<file path="config.mk">
export PLATFORM = sky130hd
export DESIGN_NAME = page_table_walker_unit
export DESIGN_NICKNAME = d
export VERILOG_FILES = /design/src/rtl/pgw_pkg.sv /design/src/rtl/pgw_step.sv /design/src/rtl/page_table_walker_unit.sv
export SDC_FILE = /design/constraint.sdc
export NUM_CORES = 1
export LEC_CHECK = 0
export ABC_AREA = 1
export ABC_CLOCK_PERIOD_IN_PS = 3600
export BUFFER_PORTS_ARGS = -buffer_cell sky130_fd_sc_hd__buf_2
export CAP_MARGIN = 10
export CORE_UTILIZATION = 40
export DETAILED_ROUTE_END_ITERATION = 8
export SYNTH_ARGS = -nofsm -noshare
export SYNTH_HDL_FRONTEND = slang
export SYNTH_SLANG_ARGS = --single-unit
</file>
<file path="constraint.sdc">
create_clock -name i_clk -period 3.6 [get_ports i_clk]
set_input_delay 0.36 -clock i_clk [delete_from_list [all_inputs] [get_ports i_clk]]
set_output_delay 0.36 -clock i_clk [all_outputs]
set_load 0.005 [all_outputs]
</file>
<file path="src/rtl/pgw_pkg.sv">
`timescale 1ns / 1ps
// Shared types and constants for the page table walker.
// No dependencies; used by pgw_step and page_table_walker_unit.
package pgw_pkg;

    localparam int LINEAR_ADDR_BITS = 48;
    localparam int PHYS_ADDR_BITS   = 32;

    // Field widths of the stream items
    localparam int LA_FIELD_W    = 48;
    localparam int ROOT_FIELD_W  = 32;
    localparam int ENTRY_FIELD_W = 64;
    localparam int ADDR_FIELD_W  = 32;
    localparam int IN_TDATA_W    = LA_FIELD_W + ROOT_FIELD_W + ENTRY_FIELD_W;
    localparam int OUT_TDATA_W   = ((ADDR_FIELD_W + 2 + 7) / 8) * 8;

    localparam logic [63:0] PHYS_MASK64 = (64'd1 << PHYS_ADDR_BITS) - 64'd1;
    localparam logic [31:0] PHYS_MASK32 = PHYS_MASK64[31:0];

    localparam logic [31:0] MASK_4K_BASE = 32'hFFFF_F000;
    localparam logic [31:0] MASK_1G_BASE = 32'hC000_0000;
    localparam logic [31:0] MASK_2M_BASE = 32'hFFE0_0000;
    localparam logic [31:0] MASK_4M_BASE = 32'hFFC0_0000;
    localparam logic [31:0] MASK_1G_OFS  = 32'h3FFF_FFFF;
    localparam logic [31:0] MASK_2M_OFS  = 32'h001F_FFFF;
    localparam logic [31:0] MASK_4M_OFS  = 32'h003F_FFFF;
    localparam logic [31:0] MASK_4K_OFS  = 32'h0000_0FFF;

    localparam int PRESENT_BIT   = 0;
    localparam int PAGE_SIZE_BIT = 7;

    localparam logic CMD_START = 1'b0;
    localparam logic CMD_ENTRY = 1'b1;

    typedef enum logic [1:0] {
        KIND_READ    = 2'd0,
        KIND_DONE    = 2'd1,
        KIND_FAULT   = 2'd2,
        KIND_IGNORED = 2'd3
    } t_kind;

    typedef enum logic [1:0] {
        PSIZE_4K = 2'd0,
        PSIZE_2M = 2'd1,
        PSIZE_4M = 2'd2,
        PSIZE_1G = 2'd3
    } t_psize;

    // Table levels already asked for, top first
    typedef enum logic [1:0] {
        LVL_TOP    = 2'd0,
        LVL_SECOND = 2'd1,
        LVL_THIRD  = 2'd2,
        LVL_LEAF   = 2'd3
    } t_level;

    typedef struct packed {
        t_kind              kind;
        logic [31:0]        address;
        t_psize             psize;
    } t_step_out;

    typedef struct packed {
        logic   busy;
        t_level level;
    } t_walk_state;

endpackage

</file>
<file path="src/rtl/pgw_step.sv">
`timescale 1ns / 1ps
// One walk step: decodes an item against the walk state and builds the result.
// Depends on pgw_pkg.
module pgw_step (
    input  logic                                  i_mode_four,
    input  logic                                  i_cmd,
    input  logic [pgw_pkg::LA_FIELD_W-1:0]        i_linear_addr,
    input  logic [pgw_pkg::ROOT_FIELD_W-1:0]      i_table_root,
    input  logic [pgw_pkg::ENTRY_FIELD_W-1:0]     i_entry_data,
    input  pgw_pkg::t_walk_state                  i_state,
    input  logic [pgw_pkg::LINEAR_ADDR_BITS-1:0]  i_held_addr,
    output pgw_pkg::t_walk_state                  o_state,
    output logic                                  o_load_held,
    output pgw_pkg::t_step_out                    o_result
);
    import pgw_pkg::*;

    logic [63:0] held64;
    logic [63:0] start64;
    logic [31:0] root32;
    logic [31:0] e32;
    logic [31:0] la32;
    logic [31:0] base4k;

    always_comb begin
        held64  = {{(64-LINEAR_ADDR_BITS){1'b0}}, i_held_addr};
        start64 = {{(64-LINEAR_ADDR_BITS){1'b0}}, i_linear_addr[LINEAR_ADDR_BITS-1:0]};
        root32  = i_table_root & MASK_4K_BASE;
        e32     = i_entry_data[31:0];
        la32    = held64[31:0];
        base4k  = e32 & MASK_4K_BASE & PHYS_MASK32;

        o_state          = i_state;
        o_load_held      = 1'b0;
        o_result.kind    = KIND_IGNORED;
        o_result.address = '0;
        o_result.psize   = PSIZE_4K;

        if (i_cmd == CMD_START) begin
            if (!i_state.busy) begin
                o_load_held    = 1'b1;
                o_state.busy   = 1'b1;
                o_state.level  = LVL_TOP;
                o_result.kind  = KIND_READ;
                if (i_mode_four) begin
                    o_result.address = (root32 & PHYS_MASK32)
                                     | {20'd0, start64[47:39], 3'd0};
                end else begin
                    o_result.address = root32 + {20'd0, start64[31:22], 2'd0};
                end
            end
        end else if (i_state.busy) begin
            if (!i_entry_data[PRESENT_BIT]) begin
                // not present: end the walk with a fault
                o_state.busy  = 1'b0;
                o_state.level = LVL_TOP;
                o_result.kind = KIND_FAULT;
            end else if (i_mode_four) begin
                unique case (i_state.level)
                    LVL_TOP: begin
                        o_state.level    = LVL_SECOND;
                        o_result.kind    = KIND_READ;
                        o_result.address = base4k | {20'd0, held64[38:30], 3'd0};
                    end
                    LVL_SECOND: begin
                        if (i_entry_data[PAGE_SIZE_BIT]) begin
                            o_state.busy     = 1'b0;
                            o_state.level    = LVL_TOP;
                            o_result.kind    = KIND_DONE;
                            o_result.psize   = PSIZE_1G;
                            o_result.address = (e32 & MASK_1G_BASE & PHYS_MASK32)
                                             + (la32 & MASK_1G_OFS);
                        end else begin
                            o_state.level    = LVL_THIRD;
                            o_result.kind    = KIND_READ;
                            o_result.address = base4k | {20'd0, held64[29:21], 3'd0};
                        end
                    end
                    LVL_THIRD: begin
                        if (i_entry_data[PAGE_SIZE_BIT]) begin
                            o_state.busy     = 1'b0;
                            o_state.level    = LVL_TOP;
                            o_result.kind    = KIND_DONE;
                            o_result.psize   = PSIZE_2M;
                            o_result.address = (e32 & MASK_2M_BASE & PHYS_MASK32)
                                             + (la32 & MASK_2M_OFS);
                        end else begin
                            o_state.level    = LVL_LEAF;
                            o_result.kind    = KIND_READ;
                            o_result.address = base4k | {20'd0, held64[20:12], 3'd0};
                        end
                    end
                    default: begin
                        o_state.busy     = 1'b0;
                        o_state.level    = LVL_TOP;
                        o_result.kind    = KIND_DONE;
                        o_result.address = base4k + (la32 & MASK_4K_OFS);
                    end
                endcase
            end else begin
                if (i_state.level == LVL_TOP) begin
                    if (e32[PAGE_SIZE_BIT]) begin
                        o_state.busy     = 1'b0;
                        o_result.kind    = KIND_DONE;
                        o_result.psize   = PSIZE_4M;
                        o_result.address = (e32 & MASK_4M_BASE) + (la32 & MASK_4M_OFS);
                    end else begin
                        o_state.level    = LVL_SECOND;
                        o_result.kind    = KIND_READ;
                        o_result.address = (e32 & MASK_4K_BASE) + {20'd0, la32[21:12], 2'd0};
                    end
                end else begin
                    // any deeper level counts as the page table here
                    o_state.busy     = 1'b0;
                    o_state.level    = LVL_TOP;
                    o_result.kind    = KIND_DONE;
                    o_result.address = (e32 & MASK_4K_BASE) + (la32 & MASK_4K_OFS);
                end
            end
        end
    end

endmodule

</file>
<file path="src/rtl/page_table_walker_unit.sv">
`timescale 1ns / 1ps
// Page table walker: each item is one table level, result is the next entry
// read, the translation, a fault, or ignored. An accepted item goes from the
// input register through the step logic into the result register; one item
// per cycle is sustained while the output is not stalled, set by the single
// step stage. Synchronous active-low reset idles the walk, clears level, held
// address and mode; no clearing pass. Depends on pgw_pkg and pgw_step.
module page_table_walker_unit (
    input  logic                               i_clk,
    input  logic                               i_rst_n,
    input  logic                               s_axis_tvalid,
    output logic                               s_axis_tready,
    // linear_addr[47:0], table_root[79:48], entry_data[143:80]
    input  logic [pgw_pkg::IN_TDATA_W-1:0]     s_axis_tdata,
    // cmd[0]
    input  logic [0:0]                         s_axis_tuser,
    output logic                               m_axis_tvalid,
    input  logic                               m_axis_tready,
    // address[31:0], page_size_code[33:32], zero fill above
    output logic [pgw_pkg::OUT_TDATA_W-1:0]    m_axis_tdata,
    // result_kind[1:0]
    output logic [1:0]                         m_axis_tuser,
    input  logic                               i_cfg_valid,
    output logic                               o_cfg_ready,
    input  logic                               i_cfg_data
);
    import pgw_pkg::*;

    logic                          r_mode;
    logic                          r_in_valid;
    logic                          r_in_cmd;
    logic [LA_FIELD_W-1:0]         r_in_la;
    logic [ROOT_FIELD_W-1:0]       r_in_root;
    logic [ENTRY_FIELD_W-1:0]      r_in_entry;
    t_walk_state                   r_state;
    logic [LINEAR_ADDR_BITS-1:0]   r_held;
    logic                          r_out_valid;
    t_step_out                     r_out;

    t_walk_state                   n_state;
    t_step_out                     n_out;
    logic                          w_load_held;
    logic                          w_adv;

    assign w_adv         = r_in_valid && (!r_out_valid || m_axis_tready);
    assign s_axis_tready = !r_in_valid || w_adv;
    assign o_cfg_ready   = 1'b1;

    pgw_step u_step (
        .i_mode_four   (r_mode),
        .i_cmd         (r_in_cmd),
        .i_linear_addr (r_in_la),
        .i_table_root  (r_in_root),
        .i_entry_data  (r_in_entry),
        .i_state       (r_state),
        .i_held_addr   (r_held),
        .o_state       (n_state),
        .o_load_held   (w_load_held),
        .o_result      (n_out)
    );

    always_ff @(posedge i_clk) begin
        if (!i_rst_n) begin
            r_mode <= 1'b0;
        end else if (i_cfg_valid) begin
            r_mode <= i_cfg_data;
        end
    end

    always_ff @(posedge i_clk) begin
        if (!i_rst_n) begin
            r_in_valid <= 1'b0;
        end else if (s_axis_tready) begin
            r_in_valid <= s_axis_tvalid;
        end
    end

    always_ff @(posedge i_clk) begin
        if (s_axis_tvalid && s_axis_tready) begin
            r_in_cmd   <= s_axis_tuser[0];
            r_in_la    <= s_axis_tdata[LA_FIELD_W-1:0];
            r_in_root  <= s_axis_tdata[LA_FIELD_W +: ROOT_FIELD_W];
            r_in_entry <= s_axis_tdata[LA_FIELD_W+ROOT_FIELD_W +: ENTRY_FIELD_W];
        end
    end

    // walk state advances with the item that moves into the result register
    always_ff @(posedge i_clk) begin
        if (!i_rst_n) begin
            r_state.busy  <= 1'b0;
            r_state.level <= LVL_TOP;
            r_held        <= '0;
        end else if (w_adv) begin
            r_state <= n_state;
            if (w_load_held) begin
                r_held <= r_in_la[LINEAR_ADDR_BITS-1:0];
            end
        end
    end

    always_ff @(posedge i_clk) begin
        if (!i_rst_n) begin
            r_out_valid <= 1'b0;
        end else if (w_adv) begin
            r_out_valid <= 1'b1;
        end else if (m_axis_tready) begin
            r_out_valid <= 1'b0;
        end
    end

    always_ff @(posedge i_clk) begin
        if (w_adv) begin
            r_out <= n_out;
        end
    end

    assign m_axis_tvalid = r_out_valid;
    assign m_axis_tuser  = r_out.kind;
    assign m_axis_tdata  = {{(OUT_TDATA_W-ADDR_FIELD_W-2){1'b0}}, r_out.psize, r_out.address};

`ifndef SYNTHESIS
    a_idle_level: assert property (@(posedge i_clk) disable iff (!i_rst_n)
        !r_state.busy |-> r_state.level == LVL_TOP)
        else $error("walker idle with nonzero level");

    a_end_clears_busy: assert property (@(posedge i_clk) disable iff (!i_rst_n)
        (w_adv && (n_out.kind == KIND_DONE || n_out.kind == KIND_FAULT)) |=> !r_state.busy)
        else $error("walk still busy after final result");

    a_read_keeps_busy: assert property (@(posedge i_clk) disable iff (!i_rst_n)
        (w_adv && n_out.kind == KIND_READ) |=> r_state.busy)
        else $error("entry read issued without an active walk");

    a_non_done_fields: assert property (@(posedge i_clk) disable iff (!i_rst_n)
        (r_out_valid && (r_out.kind == KIND_FAULT || r_out.kind == KIND_IGNORED))
            |-> (r_out.address == '0 && r_out.psize == PSIZE_4K))
        else $error("fault or ignored result carries address or size");

    a_ready_when_empty: assert property (@(posedge i_clk) disable iff (!i_rst_n)
        !r_in_valid |-> s_axis_tready)
        else $error("input stalled with empty input register");
`endif

endmodule

</file>
==> results of run 1 <==
-- kinds of logic after synthesis --
| group | Yosys count | share of synthesized area |
|---|---|---|
| and+or+nand+nor | 396 | 0.219 |
| DFF | 172 | 0.636 |
| AOI/OAI and AO/OA | 106 | 0.0768 |
| buffers and inverters | 85 | 0.0558 |
| adders and majority gates | 7 | 0.0118 |
| other | 2 | 0.00101 |
-- how the worst max path moves through the flow --
stage | cells past startpoint | slack, ns | endpoint | from
floorplan | 4 | 0.80 | r_in_cmd | m_axis_tready
global placement | 8 | 1.44 | m_axis_tdata[1] | r_state[1]
detailed placement | 8 | 1.40 | m_axis_tdata[1] | r_state[1]
CTS | 8 | 1.39 | m_axis_tdata[1] | r_state[1]
global route | 8 | 1.23 | m_axis_tdata[1] | r_state[0]
finish | 8 | 1.37 | m_axis_tdata[1] | r_state[1]
-- power groups by stage --
stage	clock network, W	logic (W)	registers [W]
5_1_grt	0.00216	0.000458	0.00230
4_1_cts	0.00207	0.000411	0.00229
3_5_place_dp	0	0.000410	0.00233
6_report	0.00204	0.000410	0.00229
2_1_floorplan	0	0.000262	0.00232
3_3_place_gp	0	0.000407	0.00233
-- cell usage after synthesis (all sizes together) --
library cell,count,share of area
a21oi,68,0.046
a22o,2,0.0024
buf,34,0.030
clkbuf,10,0.0051
clkinv,2,0.0010
conb,2,0.0010
dfxtp,45,0.12
edfxtp,127,0.51
ha,7,0.012
inv,39,0.020
nand2,258,0.13
nand3,80,0.056
nor2,57,0.030
nor3,1,0.00067
o211ai,2,0.0020
o21a,9,0.0091
o21ai,25,0.017
-- registers in the layout (all words and copies together), names as in the netlist --
name,count
m_axis_tuser,2
r_in_entry,22
r_in_valid,1
r_in_la,48
r_state,3
r_mode,1
r_held,39
r_in_root,20
m_axis_tdata,34
r_in_cmd,1
m_axis_tvalid,1
-- metrics by stage --
stage | cells | cell area (sq um) | hold slack, ns
after detailed placement | 1105 | 8240 | 0.452
final | 1137 | 8910 | 0.0871
after global placement | 1105 | 8240 | 0.448
after CTS | 1137 | 8910 | 0.0810
after floorplan | 773 | 7430 | 0.439
after global routing | 1137 | 8910 | 0.0748
-- cell type report --
type / count / area, sq um / share of cell area
timing repair buffer: 147 / 768 / 0.0862
tap: 229 / 287 / 0.0322
inverter: 41 / 158 / 0.0177
clock buffer: 26 / 586 / 0.0657
sequential: 172 / 4710 / 0.529
clock inverter: 6 / 86.3 / 0.00969
multi-input combinational: 516 / 2310 / 0.259
-- critical path, delay by kind of cell, from the launching register on --
family / cells / cell delay, ns
buf+inv: 3 / 0.56
simple gates: 4 / 0.64
fa+ha+maj: 1 / 0.43
flops: 1 / 0.35
-- layer usage --
layer | share of wire | up-vias | wire length (um)
met1 | 0.46 | 2601 | 8360
met2 | 0.47 | 201 | 8700
met5 | 0 | - | 0
met3 | 0.061 | 15 | 1120
li1 | - | 2809 | -
met4 | 0.0095 | 0 | 174
==> results.md, run 1 <==
* Fin util at 0.492
* Worst EP arrival at ~2.4 ns
* Slew @ Worst Pin at 0.753 ns
* Routed wire length at 18400 um
* Number of port buffers at ~130
* Max Slew Vio Count at 0
* Initial antenna violation count at 0
* Comb pwr share at 0.087
* WP data required at ~3.8 ns
* CTS H-Tree Depth at 4
* Reg2reg end: m_axis_tdata[1]
* YS warnings at 0
* Register clock-pin slew on the reported worst setup and hold paths at ~0.070 ns
* Number of global-route vias before repair at a little over 5000
* WS Path Type: reg2reg
* Overall power at 0.00473 W
* Seq pwr share at 0.483
* Synth Cell Area at 7420 sq um
* Final worst path period share at 0.619
* RSZ-0062 raised after global routing: false
* Failing checks: design-rule violations
* First-pass GRT wire length at approximately 29000 um
* Root buf cell: clkbuf_16
* Die Wd at ~140 um
* Post_cts resized at 0
* DP Worst Slack at between 1 and 1.5 ns
* Post-Syn Instances at 768
* Kind of end point of the critical path: register
* Met1 Use GR at 0.274
* Clock Tree Buf Depth at 2
* Max-slew headroom at 0.496
* Met3 usage at 0.0443
* Status: finished, violations left
* Pleak at 3.60 nW
* Int Power at between 0.003 and 0.004 W
* R2R setup slack at roughly 1.4 ns
* Core outline area at 18100 sq um
* Most frequent cells in the layout: 254 x nand2_1, 134 x buf_2, 127 x edfxtp_1
* Crit path max fanout at 16
* FP Rows at between 40 and 50
* Post-route setup slack at approximately 1.4 ns
* GRT Total Usage at 0.199
* Syn_area_per_cell at about 9.7 sq um
* Clock sinks at 172
* Maximum VDD drop at 327 uV
* Switching fraction of total power at 0.229
* Final min period at 2.23 ns
* Leading cell type in the layout, fill and taps excluded: nand2_1
* # IOs at around 200
* PwrDens at ~530 nW/um^2
* Die area at 19100 sq um
* Post-CTS Setup Bufs at 0
* Final setup fails at 0
* DRT iter0 DRCs at roughly 440
* Largest net degree at the start of global routing at 52
* CP Cell Sequence: inv_1 > ha_1 > buf_4 > nand3_4 > nand2_2 > inv_2 > nor2_1 > nor2_1
* # hold bufs at CTS at 0
* Post-synthesis sequential area ratio at 0.636
* Switching power at about 0.0011 W
* Most frequent CP cell: nor2_1
* Clock share of power at 0.430
* Gr ovfl total at 0
* DRC Markers at 24
* ANT nets after route at 0
* Yosys cell types at 27
* Final Hold Viols at 0
* Hold path cells at 1
* ANT cells at 0
* CTS tree: yes
* Met2 Track Usage GR at 0.314
* Maximum clock rate at 449 MHz
* Reg2reg start: r_state[1]
* Setup_tns at 0 ns
* Crit-path max cell delay at ~0.43 ns
* R2R cell count at 8
* Max-cap violation count at 0
* Placer Congestion at between 0.8 and 0.9
* Startpoint types: register
* Fillers at about 1700
* Syn-to-layout area delta at 20.1%
* Tightest Hold Check Type: in2reg
* Worst Skew at around 0.023 ns
* DP HPWL at 12300 um
* CP max-delay cell: ha_1
* CTS Buf Count at 17
* Yosys reg bits at 172
* Pre-antenna DRT Iters at 9
* Die Ht at between 100 and 150 um
* Wire per inst at around 16 um
* Starting density of the core at 0.410
* Nets@finish at around 1100
* Worst hold start: s_axis_tdata[65]
* Most used routing layer: met2
* Share of cells above drive strength 1 at 0.211
* Clk_lat worst skew at approximately 0.44 ns
* Hold Path End: r_in_root[17]
* Vias at 5626
* Routed vias/inst at just under 5
(Power assumes the default switching activity.)
==> inputs of run 2 (changes only) <==
- ABC_CLOCK_PERIOD_IN_PS: 3600 -> 1800
- PLACE_DENSITY: not set -> 0.66
- clock period: 3.6 -> 1.8 ns (I/O delays scaled with it)
==> run 2 against run 1 <==
  * The run still ends with design-rule violations left
  * Sequential share of layout area shrank 6.0 points
  * Clock skew is 0.016 ns lower
  * Hold slack got worse by 0.071 ns
  * Sequential cell count unchanged
  * Fmax up 30%
  * Critical path type unchanged
  * Highest routed layer unchanged
==> results.md, run 2 (synthesized netlist as in run 1, its figures left out) <==
* Status: finished, violations left
* Failing checks: design-rule violations
* FP Rows at 49
* Top reg by flops: r_in_la
* Worst Skew at about 0.0069 ns
* Max-slew headroom at 0.557
* ANT cells at 0
* Die Ht at 138 um
* Clk_lat worst skew at approximately 0.43 ns
* Crit path max fanout at 6
* Reg2reg end: m_axis_tdata[3]
* Startpoint types: register
* Switching fraction of total power at 0.246
* R2R cell count at 9
* Vias at approximately 6100
* Comb pwr share at 0.116
* Leading cell type in the layout, fill and taps excluded: nand2_1
* Pre-antenna DRT Iters at 9
* Final Hold Viols at 0
* Clock sinks at ~170
* RSZ-0062 raised after global routing: false
* Routed vias/inst at ~5
* Gr ovfl total at 0
* Post-placement cell area at between 8000 and 9000 sq um
* Max-cap violation count at 0
* Number of global-route vias before repair at a little under 6000
* CTS Buf Count at 17
* PwrDens at 917 nW/um^2
* Switching power at 0.00227 W
* Starting density of the core at 0.410
* First-pass GRT wire length at about 30000 um
* # IOs at 196
* Most frequent cells in the layout: 252 x nand2_1, 134 x buf_2, 127 x edfxtp_1
* Clock Tree Buf Depth at 2
* R2R setup slack at between 0.08 and 0.09 ns
* ANT nets after route at 0
* Hold Path End: r_mode
* Wire per inst at approximately 15 um
* Routed wire length at around 19000 um
* Syn-to-layout area delta at 35.7%
* Slew @ Worst Pin at roughly 0.66 ns
* DRT iter0 DRCs at 517
* Max Slew Vio Count at 0
* Share of cells above drive strength 1 at 0.221
* Hold path cells at 3
* Maximum VDD drop at between 600 and 700 uV
* Register clock-pin slew on the reported worst setup and hold paths at around 0.070 ns
* Worst hold start: i_cfg_data
* Root buf cell: clkbuf_16
* CTS H-Tree Depth at 4
* Placer Congestion at slightly below 0.9
* Int Power at just under 0.007 W
* Final non-filler cell area at between 10000 and 15000 sq um
* Initial antenna violation count at 0
* Maximum clock rate at slightly below 600 MHz
* Fin Hold WS at approximately 0.016 ns
* Worst EP arrival at between 1.5 and 2 ns
* Die area at 19100 sq um
* Inst Count DP at 1127
* WS Path Type: reg2reg
* Final Non-Filler Cells at about 1300
* Final min period at 1.72 ns
* Nets@finish at about 1200
* Final worst path period share at 0.955
* Number of port buffers at ~130
* Core outline area at approximately 18000 sq um
* CTS tree: yes
* Seq pwr share at 0.496
* Fin util at 0.556
* Reg2reg start: r_state[1]
* GRT Total Usage at 0.210
* Clock share of power at 0.387
* Largest net degree at the start of global routing at 77
* Kind of end point of the critical path: register
* Max reg flops at 48
* Final setup fails at 0
* DP HPWL at 12800 um
* Setup_tns at 0 ns
* WP data required at 1.97 ns
* Tightest Hold Check Type: in2reg
* Pleak at ~4.1 nW
* DRC Markers at 26
* Die Wd at 138 um
run 2: routing by layer:
layer | track usage | vias to the layer above | share of wire
met2 | 0.351 | 211 | 0.49
met4 | 0.0639 | 0 | 0.013
li1 | - | 3057 | -
met5 | 0 | - | 0
met3 | 0.0440 | 22 | 0.056
met1 | 0.274 | 2832 | 0.45
run 2: critical path, cell delays in order (launching register included):
cell and delay [ns]:
dfxtp_1 0.35, buf_4 0.13, ha_2 0.21, inv_1 0.09
nand2_1 0.11, nand2_2 0.14, inv_2 0.15, nand2_1 0.07
nand3_1 0.12, nand2_1 0.10
run 2: through the flow:
step                      worst slack [ns]  power [W]
after global routing               0.00600    0.00959
after global placement              0.0512    0.00555
final                               0.0809    0.00923
after detailed placement          -0.00482    0.00556
after CTS                           0.0106    0.00927
after floorplan                     -0.458    0.00517
run 2: power by group through the flow:
stage	clock network (W)	registers, W	logic (W)
after floorplan	0	0.00465	0.000525
after global placement	0	0.00466	0.000888
after detailed placement	0	0.00466	0.000899
after CTS	0.00364	0.00458	0.00106
after global routing	0.00380	0.00460	0.00119
final	0.00358	0.00458	0.00107
run 2: how the worst max path moves through the flow:
stage                  start  cells after the start  slack (ns)                to
2_1_floorplan  m_axis_tvalid                      3       -0.46          r_in_cmd
3_3_place_gp      r_state[0]                      9        0.05   m_axis_tdata[8]
3_5_place_dp      r_state[1]                      8      -0.005  m_axis_tdata[20]
4_1_cts           r_state[1]                      9        0.01  m_axis_tdata[25]
5_1_grt           r_state[0]                      9       0.006   m_axis_tdata[7]
6_report          r_state[1]                      9        0.08   m_axis_tdata[3]
run 2: final cells by class:
class / count / area, sq um
Clock buffer: 19 / 443
Clock inverter: 13 / 134
Fill cell: 1539 / 8030
Inverter: 41 / 160
Multi-Input combinational cell: 516 / 2340
Sequential cell: 172 / 4720
Tap cell: 229 / 287
Timing Repair Buffer: 264 / 1980
run 2: what timing repair did:
item                                   CTS  global route
pin swaps                                0             1
setup endpoints to repair                2            19
hold buffers                            92             0
buffers inserted                         0             3
resized for setup                        2             7
endpoints found under the hold margin   92             0
gates cloned                             0             0
